==> config.mk <==
export PLATFORM = sky130hd
export DESIGN_NAME = tdfm_ctrl
export DESIGN_NICKNAME = d
export VERILOG_FILES = /design/src/rtl/core/tdfm_pkg.sv /design/src/rtl/core/tdfm_ctrl.sv
export SDC_FILE = /design/constraint.sdc
export NUM_CORES = 1
export LEC_CHECK = 0
export ABC_AREA = 1
export BUFFER_PORTS_ARGS = -buffer_cell sky130_fd_sc_hd__buf_2
export CAP_MARGIN = 20
export CORE_AREA = 3 3 40 42
export CTS_CLUSTER_SIZE = 30
export DETAILED_ROUTE_END_ITERATION = 10
export DIE_AREA = 0 0 43 45
export HOLD_SLACK_MARGIN = 0.12
export PLACE_DENSITY = 0.51
export SYNTH_ARGS = -nofsm -noshare
export SYNTH_HDL_FRONTEND = slang
export SYNTH_SLANG_ARGS = --single-unit
==> constraint.sdc <==
create_clock -name clk -period 3 [get_ports clk]
set_clock_uncertainty 0.1 [all_clocks]
set_input_delay 0.75 -clock clk [delete_from_list [all_inputs] [get_ports clk]]
set_output_delay 0.75 -clock clk [all_outputs]
set_load 0.01 [all_outputs]
==> src/rtl/core/tdfm_pkg.sv <==
// Shared constants, types and helpers for the tile dedup flip matcher.
package tdfm_pkg;

  localparam int TILE_SLOTS = 1024;
  localparam int ROWS       = 8;
  localparam int ROW_W      = $clog2(ROWS);
  localparam int SLOT_W     = $clog2(TILE_SLOTS);
  localparam int CNT_W      = $clog2(TILE_SLOTS + 1);
  localparam int ADDR_W     = SLOT_W + ROW_W;
  localparam int PIX_W      = 64;
  localparam int IDX_W      = 10;
  localparam int CFG_IDX_W  = 2;
  localparam int CFG_DATA_W = 11;

  typedef enum logic [CFG_IDX_W-1:0] {
    CFG_BIT_DEPTH = 2'd0,
    CFG_AFFINE    = 2'd1,
    CFG_PALETTE   = 2'd2,
    CFG_MAX_TILES = 2'd3
  } cfg_reg_t;

  typedef enum logic [1:0] {
    ST_IDLE,
    ST_SCAN,
    ST_WRITE
  } ctrl_state_t;

  typedef struct packed {
    logic load_row;
    logic start_scan;
    logic scan;
    logic write;
    logic fin_hit;
    logic fin_full;
    logic fin_new;
  } dp_cmd_t;

  typedef struct packed {
    logic last_row;
    logic out_busy;
    logic count_zero;
    logic hit;
    logic last_slot;
    logic full;
    logic wr_last;
  } dp_status_t;

  // Mirror the pixel order of one row, 4 or 8 bits per pixel.
  function automatic logic [PIX_W-1:0] rev_pixels(input logic [PIX_W-1:0] row,
                                                   input logic depth8);
    logic [PIX_W-1:0] r;
    r = '0;
    for (int i = 0; i < 8; i++) begin
      if (depth8) begin
        r[8*(7-i) +: 8] = row[8*i +: 8];
      end else begin
        r[4*(7-i) +: 4] = row[4*i +: 4];
      end
    end
    return r;
  endfunction

endpackage

==> src/rtl/core/tdfm_ctrl.sv <==
// Controller: sequences row loading, tileset search and tile append.
module tdfm_ctrl (
  input  logic                clk,
  input  logic                rst_n,
  input  logic                in_valid,
  input  logic                in_image_start,
  output logic                in_ready,
  input  tdfm_pkg::dp_status_t st,
  output tdfm_pkg::dp_cmd_t    cmd
);
  import tdfm_pkg::*;

  ctrl_state_t state_r, state_nxt;

  always_ff @(posedge clk) begin
    if (!rst_n) begin
      state_r <= ST_IDLE;
    end else begin
      state_r <= state_nxt;
    end
  end

  always_comb begin
    state_nxt = state_r;
    cmd       = '0;
    in_ready  = 1'b0;
    case (state_r)
      ST_IDLE: begin
        // eighth row must wait for a free output register
        in_ready = !(st.last_row && st.out_busy);
        if (in_valid && in_ready) begin
          cmd.load_row = 1'b1;
          if (!in_image_start && st.last_row) begin
            cmd.start_scan = 1'b1;
            state_nxt      = ST_SCAN;
          end
        end
      end
      ST_SCAN: begin
        cmd.scan = 1'b1;
        if (st.hit) begin
          cmd.fin_hit = 1'b1;
          state_nxt   = ST_IDLE;
        end else if (st.count_zero || st.last_slot) begin
          if (st.full) begin
            cmd.fin_full = 1'b1;
            state_nxt    = ST_IDLE;
          end else begin
            state_nxt = ST_WRITE;
          end
        end
      end
      ST_WRITE: begin
        cmd.write = 1'b1;
        if (st.wr_last) begin
          cmd.fin_new = 1'b1;
          state_nxt   = ST_IDLE;
        end
      end
      default: begin
        state_nxt = ST_IDLE;
      end
    endcase
  end
endmodule

; Word level (Yosys, flattened, before mapping)
; Cells that the tools add are included.
[word_totals]
elab_cells = 35
inputBits = 11
ff_bits = 2
output_inout_bits = 8
[op_classes]
mux = 20
reduce_logical = 8
n_eq_ne = 6
[op_table]
columns = operator, count
row1 = 2-bit two-way mux, 9
row2 = 1-bit two-way mux, 10
row3 = "2-bit != test, second input constant", 3
row4 = 2-bit one-hot mux with 3 select lines, 1
row5 = 4-bit AND reduction, 1
row6 = 1-bit logical AND, 3
row7 = "3-bit != test, second input constant", 1
row8 = "2-bit by 1-bit == test with 1-bit output, second input constant", 1
row9 = "2-bit == test, second input constant", 1
row10 = 1-bit logical NOT, 2
row11 = 2-bit logical NOT, 1
row12 = 1-bit logical OR, 1

; Depth between registers and ports, before layout
; Gate-level depths: netlist of run 1.
[depth]
ltp_word = 5
ltp_mapped = 6
ltp_nobuf = 6

; Worst setup path before layout of run 1
; OpenSTA, ideal clock, no wires.
[synth_timing]
path_kind = input-to-output
start = in in_image_start
end = out cmd[5] in the netlist's numbering
setup_slack_ns = 1.093
t_required_ns = 2.150
arrival_time_ns = 1.057
path_buffers = 0
stages = 3
cell_sequence = nor2_1 nand3_1 inv_1
[synth_lines]
columns = item, line
row1 = start: declaration, tdfm_ctrl.sv:6  ; input logic in_image_start,
row2 = end: declaration, tdfm_ctrl.sv:9  ; output tdfm_pkg::dp_cmd_t cmd

==> impl_metrics.ini, run 1 <==
[status]
outcome = complete, no violations

[sta]
grt_setup_unrepaired = false
slew_violations = 0
period_minus_slack_ns = 2.12
worst_slack_ns = 0.883
tns_ns = 0
fin_crit_sh_pct = 70.6
hold_viol = 0
worst_pin_slew_ns = 0.202
setup_viol_count_final = 0
max-slew-margin-rel_pct = 86.4
fmax_mhz = 472

[setup_path]
cpMostUsedCell = buf_2
reg2reg_to = state_r[1]
crit_chain = buf_2 > nor2_1 > nand3_1 > inv_1 > buf_2
critical_path_class = in2out
worst_setup_path_end_kind = output pin
critical-path-top-delay-family = buffers and inverters
worst-path-buf-inv = 3
arrival_ns = 1.27
cp-start-kind = input pin
r2r_start = state_r[0]
r2r_slack_ns = 1.98
worstPathRequired_ns = 2.15
crit_fanout = 2
rr_worst_depth = 5
cp_slowest_stage_delay_ns = 0.13
cp_slowest_cell = nor2_1

[routing]
drc = 0
ant_nets = 0
first_iter_violations = 3
vias_per_cell = 3.65
wirelength_um = 555
dr.pass1.iters = 4
vias = 263
wl_per_cell_um = 7.71

[final_layout]
top_register = state_r
diodes = 0
drive_above_1_share_pct = 50.9
final_net_count = 70
largest_reg_flops = 2
final_util_pct = 26.1
design_area_sq_um = 335
fillers = 151
top_regs = state_r x2
syn2layout_area_growth_pct = 64.4

[place]
place_area_sq_um = 313
gp_congestion = 0.741
post-place-ws_ns = 0.880
io_buffers = 18
dp_hpwl_um = 473

[grt]
grt_pass1_wl_um = 883
grt-ovfl-total = 0
antenna_found_initial = 0
grt_max_degree = 5
grtUsageTotal_pct = 6.40
grt_pass1_vias = 226

[logic_synthesis]
synth_top_area_share_pct = 19.6
ys_ff_latch = 2
yosys.area.top_type = dfxtp_1
synth_cell_types = 16
syn_area_sq_um = 204
synth-seq-area-share_pct = 19.6
syn_inst = 36
synth_warnings = 0
syn_avg_cell_area_sq_um = 5.67
syn_nets = 47
synthTopCellsByArea = dfxtp_1 (20%), inv_1 (17%), nor2_1 (11%)

[cts]
post_cts.repair.setup_buffers = 0
cts_resized = 0
cts.sinks = 2
insertion_delay_ns = 0.22
holdBufCountCts = 0
cts_max_level = 1
cts_buffers = 3
path_clk_slew_ns = 0.03
clockBufferDepth = 2
cts-root-buf = clkbuf_4
cts_tree = yes

[power_and_ir_drop]
p_leak_nw = 0.215
vdd_ir_drop_max_mv = 0.137
powerDensity_mw_per_mm2 = 315

[floorplan]
fp.coreArea_sq_mm = 0.00128
pin_count = 19
die_x_um = 43
rows = 13
start_util_pct = 15.9
dieArea_sq_mm = 0.00194
fp.dieH_um = 45

[min_path]
holdCritPathClass = reg2reg
worstHoldStart = state_r[0]
whs_path_depth = 4
holdPathEnd = state_r[0]

[run]
drv_cap = 0
==> synth_stat cells <==
cell type	instances
inv_2	3
nand3_2	1
nor2_4	1
nand2_2	1
nor2_2	1
dfxtp_1	2
nand2_1	5
nand4_1	1
nor3_1	1
nor3_2	1
inv_1	9
nor2_1	6
o21ai_0	1
nand3_1	1
o21ai_1	1
a21boi_1	1
==> power breakdown <==
| group | internal (W) | switching, W | total, W |
|---|---|---|---|
| registers | 0.0000271 | 0.000000330 | 0.0000274 |
| clock network | 0.0000441 | 0.0000143 | 0.0000584 |
| logic | 0.00000933 | 0.0000106 | 0.0000199 |
==> metrics by stage <==
stage               std cells  power (W)  hold slack [ns]
floorplan                  36  0.0000369            0.493
global placement           69  0.0000476            0.533
detailed placement         69  0.0000477            0.540
CTS                        72   0.000110            0.546
global route               72   0.000115            0.585
finish                     72   0.000106            0.533
==> worst register-to-register path, stage by stage, from the launching register on <==
cell and delay (ns):
dfxtp_1 0.39, inv_2 0.06, nor2_4 0.13, nand3_2 0.10
nand4_1 0.10, inv_1 0.04
==> cell usage in the layout (no fill, tap or decap), drive strengths merged <==
master,instances
nor2,8
o21ai,2
inv,12
dfxtp,2
a21boi,1
nand4,1
buf,18
clkbuf,3
nand3,2
nor3,2
nand2,6
==> cell type report <==
type	instances	area, sq um	share of cell area [%]
clock buffer	3	22.5	6.72
inverter	12	45.0	13.4
sequential	2	40.0	11.9
tap	15	18.8	5.60
timing repair buffer	18	90.1	26.9
multi-input combinational	22	119	35.4
==> worst max path at each step <==
stage | from | slack, ns | to | cells after the start
detailed placement | in_image_start | 0.88 | cmd[5] | 5
finish | in_image_start | 0.88 | cmd[5] | 5
global placement | in_image_start | 0.89 | cmd[5] | 5
floorplan | in_image_start | 1.09 | cmd[5] | 3
global route | in_image_start | 0.84 | cmd[5] | 5
CTS | in_image_start | 0.88 | cmd[5] | 5
==> kinds of logic after synthesis <==
group                  Yosys count  synth area share, %
DFF                              2                 19.6
AOI/OAI and AO/OA                3                 8.59
and+or+nand+nor                 19                 49.7
buffers and inverters           12                 22.1
==> metal layers <==
| metal | GRT usage (%) | vias to the layer above | routed length, um |
|---|---|---|---|
| met5 | 0 | - | 0 |
| met4 | 3.61 | 0 | 0 |
| met3 | 3.59 | 0 | 43 |
| met2 | 9.58 | 9 | 257 |
| met1 | 7.19 | 107 | 254 |
| li1 | - | 147 | - |
(Power assumes the default switching activity.)
==> run 2, diff against run 1 <==
--- a/config.mk
+++ b/config.mk
@@ -13,7 +13,7 @@
 export DETAILED_ROUTE_END_ITERATION = 10
 export DIE_AREA = 0 0 43 45
 export HOLD_SLACK_MARGIN = 0.12
-export PLACE_DENSITY = 0.51
+export PLACE_DENSITY = 0.52
 export SYNTH_ARGS = -nofsm -noshare
 export SYNTH_HDL_FRONTEND = slang
 export SYNTH_SLANG_ARGS = --single-unit
==> constraint.sdc (replaced) <==
create_clock -name clk -period 1.9 [get_ports clk]
set_clock_uncertainty 0.1 [all_clocks]
set_input_delay 0.475 -clock clk [delete_from_list [all_inputs] [get_ports clk]]
set_output_delay 0.475 -clock clk [all_outputs]
set_load 0.01 [all_outputs]
==> run 2 against run 1 <==
Wire length shrank 2.3%. Final area unchanged. Flip-flop and latch count is the same. Non-clock buffer count stayed put. Sequential power grew 58%. Global-route usage increased by 0.083 points. Die area unchanged. Clock power grew 59%. Combinational power grew 58%. First-iteration DRC count fell by 67%. Register-to-register slack worse by 1.1 ns. Utilization stayed put. Largest cell class unchanged.
==> impl_metrics.ini, run 2 (synthesis results as in run 1) <==
[cts]
clockBufferDepth = 2
cts_resized = 0
holdBufCountCts = 0
cts_tree = yes
cts.sinks = 2
post_cts.repair.setup_buffers = 0
cts_buffers = 3
insertion_delay_ns = 0.22
cts_max_level = 1
path_clk_slew_ns = 0.03
cts-root-buf = clkbuf_4

[power_and_ir_drop]
powerDensity_mw_per_mm2 = 499
vdd_ir_drop_max_mv = 0.216
p_total_w = 0.000167
p_leak_nw = 0.215

[setup_path]
reg2reg_to = state_r[1]
worst_setup_path_end_kind = output pin
r2r_slack_ns = 0.90
crit_fanout = 4
arrival_ns = 1.12
worstPathRequired_ns = 1.32
cp_slowest_cell = dfxtp_1
cp_slowest_stage_delay_ns = 0.38
cp-start-kind = flip-flop
r2r_start = state_r[0]
crit_cells = 5
critical_path_class = reg2out
critical-path-top-delay-family = flip-flops
worst-path-buf-inv = 3
critPathLaunch = state_r[0]
crit_chain = inv_2 > nor2_4 > inv_2 > nor3_2 > buf_2
rr_worst_depth = 5
cpMostUsedCell = inv_2

[grt]
grt_max_degree = 5
grt_pass1_vias = 235
antenna_found_initial = 0
grt-ovfl-total = 0
grtUsageTotal_pct = 6.48
grt_pass1_wl_um = 848

[run]
drv_cap = 0

[routing]
ant_nets = 0
dr.pass1.iters = 2
vias_per_cell = 3.69
first_iter_violations = 1
vias = 266
wl_per_cell_um = 7.53
wirelength_um = 542
drc = 0

[place]
io_buffers = 18
dp_hpwl_um = 451
dp_cells = 69
gp_congestion = 0.729
post-place-ws_ns = 0.337

[floorplan]
die_x_um = 43
dieArea_sq_mm = 0.00194
fp.dieH_um = 45
fp.coreArea_sq_mm = 0.00128
pin_count = 19
rows = 13
start_util_pct = 15.9

[sta]
fin_crit_sh_pct = 89.1
worst_pin_slew_ns = 0.199
setup_viol_count_final = 0
worst_slack_ns = 0.207
grt_setup_unrepaired = false
max-slew-margin-rel_pct = 86.6
slew_violations = 0
hold_viol = 0
tns_ns = 0
fmax_mhz = 591
period_minus_slack_ns = 1.69

[min_path]
worstHoldStart = rst_n
holdPathEnd = state_r[1]
whs_path_depth = 3
holdCritPathClass = in2reg

[final_layout]
largest_reg_flops = 2
diodes = 0
final_net_count = 70
top_register = state_r
layout_commonest_cell = buf_2
top_regs = state_r x2
instances_no_fill = 72
drive_above_1_share_pct = 50.9
syn2layout_area_growth_pct = 64.4
final_cell_mix = buf_2 (18), inv_1 (9), nor2_1 (6)

[status]
outcome = complete, no violations
## run 2: worst max path at each step
stage / endpoint / slack (ns)
6_report: cmd[1] / 0.21
5_1_grt: cmd[1] / 0.11
4_1_cts: cmd[1] / 0.18
3_5_place_dp: cmd[5] / 0.34
3_3_place_gp: cmd[5] / 0.34
2_1_floorplan: cmd[1] / 0.48
## run 2: final cells by class
type                    count  area (sq um)
inverters                  12          45.0
multi-input cells          22           119
flip-flops and latches      2          40.0
clock buffers               3          22.5
fillers                   157           950
well taps                  15          18.8
repair buffers             18          90.1
## run 2: power by group
| group | internal [W] | switching (W) | total, W | leakage [nW] |
|---|---|---|---|---|
| Clock | 0.0000696 | 0.0000231 | 0.0000927 | 0.0138 |
| Sequential | 0.0000427 | 0.000000509 | 0.0000433 | 0.0161 |
| Combinational | 0.0000147 | 0.0000167 | 0.0000314 | 0.185 |
## run 2: metrics by stage
| step | hold WS, ns | area (sq um) | util, % |
|---|---|---|---|
| floorplan | 0.493 | 204 | - |
| global placement | 0.531 | 313 | 24.3 |
| finish | 0.404 | 335 | 26.1 |
| CTS | 0.400 | 335 | 26.1 |
| global route | 0.416 | 335 | 26.1 |
| detailed placement | 0.528 | 313 | 24.3 |
## run 2: routing by layer
metal,vias up,track usage (%),part of all wire (%),wire length [um]
met4,0,7.23,0,0
met1,109,6.00,42,229
li1,148,-,-,-
met2,9,8.98,47,256
met3,0,4.38,10,56
met5,-,0,0,0
## run 2: worst register-to-register path, delay by kind of cell, from the launching register on
family / cells / cell delay [ns]
flip-flops: 1 / 0.38
AND/OR/NAND/NOR: 3 / 0.32
buffers and inverters: 2 / 0.10
==> run 3, diff against run 2 <==
--- a/config.mk
+++ b/config.mk
@@ -13,7 +13,8 @@
 export DETAILED_ROUTE_END_ITERATION = 10
 export DIE_AREA = 0 0 43 45
 export HOLD_SLACK_MARGIN = 0.12
-export PLACE_DENSITY = 0.52
+export MAX_ROUTING_LAYER = met4
+export PLACE_DENSITY_LB_ADDON = 0.08
 export SYNTH_ARGS = -nofsm -noshare
 export SYNTH_HDL_FRONTEND = slang
 export SYNTH_SLANG_ARGS = --single-unit
==> run 3 against run 2 <==
Sequential share of layout area stayed put. Utilization did not move. Register-to-register slack worse by 0.02 ns. Largest cell class unchanged. Total power down 0.28%. Via count down 0.38%. Combinational power barely moved. Clock power decreased by 0.5%. Non-clock buffer count unchanged. Critical endpoint unchanged. Hold slack worse by 0.0030 ns. Maximum frequency fell by 1.7%. Count of clock-buffer cells in the layout is the same. Highest routed layer unchanged. Final area unchanged.
==> impl_metrics.ini, run 3 (synthesis results as in run 1) <==
[status]
outcome = complete, no violations

[routing]
vias = 265
ant_nets = 0
wirelength_um = 530
dr.pass1.iters = 1
wl_per_cell_um = 7.36
vias_per_cell = 3.68
first_iter_violations = 0
drc = 0

[floorplan]
fp.coreArea_sq_mm = 0.00128
die_x_um = 43
fp.dieH_um = 45
pin_count = 19
start_util_pct = 15.9
dieArea_sq_mm = 0.00194
rows = 13

[setup_path]
cp-start-kind = flip-flop
worst-path-buf-inv = 3
arrival_ns = 1.15
cp_slowest_stage_delay_ns = 0.39
crit_fanout = 4
r2r_slack_ns = 0.88
reg2reg_to = state_r[1]
r2r_start = state_r[0]
critical_path_class = reg2out
worstPathRequired_ns = 1.32
crit_chain = inv_2 > nor2_4 > inv_2 > nor3_2 > buf_2
critical-path-top-delay-family = flip-flops
rr_worst_depth = 5
cp_slowest_cell = dfxtp_1
cpMostUsedCell = inv_2
worst_setup_path_end_kind = output pin

[final_layout]
top_register = state_r
layout_commonest_cell = buf_2
instances_no_fill = 72
top_regs = state_r x2
diodes = 0
final_net_count = 70
syn2layout_area_growth_pct = 64.4
largest_reg_flops = 2
drive_above_1_share_pct = 50.9
final_cell_mix = buf_2 (18), inv_1 (9), nor2_1 (6)
final_util_pct = 26.1

[sta]
worst_slack_ns = 0.178
grt_setup_unrepaired = false
period_minus_slack_ns = 1.72
worst_pin_slew_ns = 0.203
setup_viol_count_final = 0
fin_crit_sh_pct = 90.6
tns_ns = 0
slew_violations = 0
hold_viol = 0
holdWs_ns = 0.401
fmax_mhz = 581
max-slew-margin-rel_pct = 86.3

[place]
dp_hpwl_um = 462
gp_congestion = 0.677
dp_cells = 69
io_buffers = 18
post-place-ws_ns = 0.335

[cts]
cts-root-buf = clkbuf_4
holdBufCountCts = 0
cts_tree = yes
cts_resized = 0
clockBufferDepth = 2
cts.sinks = 2
cts_max_level = 1
cts_buffers = 3
path_clk_slew_ns = 0.03
post_cts.repair.setup_buffers = 0
insertion_delay_ns = 0.22

[grt]
grtUsageTotal_pct = 6.51
grt_pass1_wl_um = 890
grt_pass1_vias = 245
grt_max_degree = 5
grt-ovfl-total = 0
antenna_found_initial = 0

[run]
drv_cap = 0

[min_path]
worstHoldStart = rst_n
holdCritPathClass = in2reg
whs_path_depth = 3
holdPathEnd = state_r[1]

[power_and_ir_drop]
powerDensity_mw_per_mm2 = 498
p_leak_nw = 0.215
vdd_ir_drop_max_mv = 0.302
==> run 3: metal layers <==
metal  share of wire [%]  GRT usage, %  wire length, um  vias up
met4                   0          3.61                0        0
met5                   0             -                0        -
met1                  48          6.97              253      103
li1                    -             -                -      150
met2                  39          8.98              207       12
met3                  13          4.38               70        0
==> run 3: metrics by stage <==
| step | cell area [sq um] | total power (W) |
|---|---|---|
| after floorplan | 204 | 0.0000582 |
| after global placement | 313 | 0.0000759 |
| after detailed placement | 313 | 0.0000756 |
| after CTS | 335 | 0.000174 |
| after global routing | 335 | 0.000183 |
| final | 335 | 0.000167 |
==> run 3: worst max path at each step <==
stage / start / end / slack [ns] / cells after the start
after floorplan: state_r[0] / cmd[1] / 0.48 / 4
after global placement: st[5] / cmd[5] / 0.35 / 5
after detailed placement: in_image_start / cmd[5] / 0.34 / 5
after CTS: state_r[0] / cmd[1] / 0.14 / 5
after global routing: state_r[0] / cmd[1] / 0.07 / 5
final: state_r[0] / cmd[1] / 0.18 / 5
==> run 3: where the power goes <==
part           internal, W  switching [W]
Combinational    0.0000147      0.0000167
Sequential       0.0000427    0.000000540
Clock            0.0000696      0.0000226
==> run 3: worst min-delay path, cell delays in order <==
cell and delay (ns):
buf_2 0.08, nand4_1 0.08, inv_1 0.05
==> run 3: cell type report <==
class / instances / area, sq um
clock buffer: 3 / 22.5
fill: 149 / 950
inverter: 12 / 45.0
multi-input combinational: 22 / 119
sequential: 2 / 40.0
tap: 15 / 18.8
timing repair buffer: 18 / 90.1
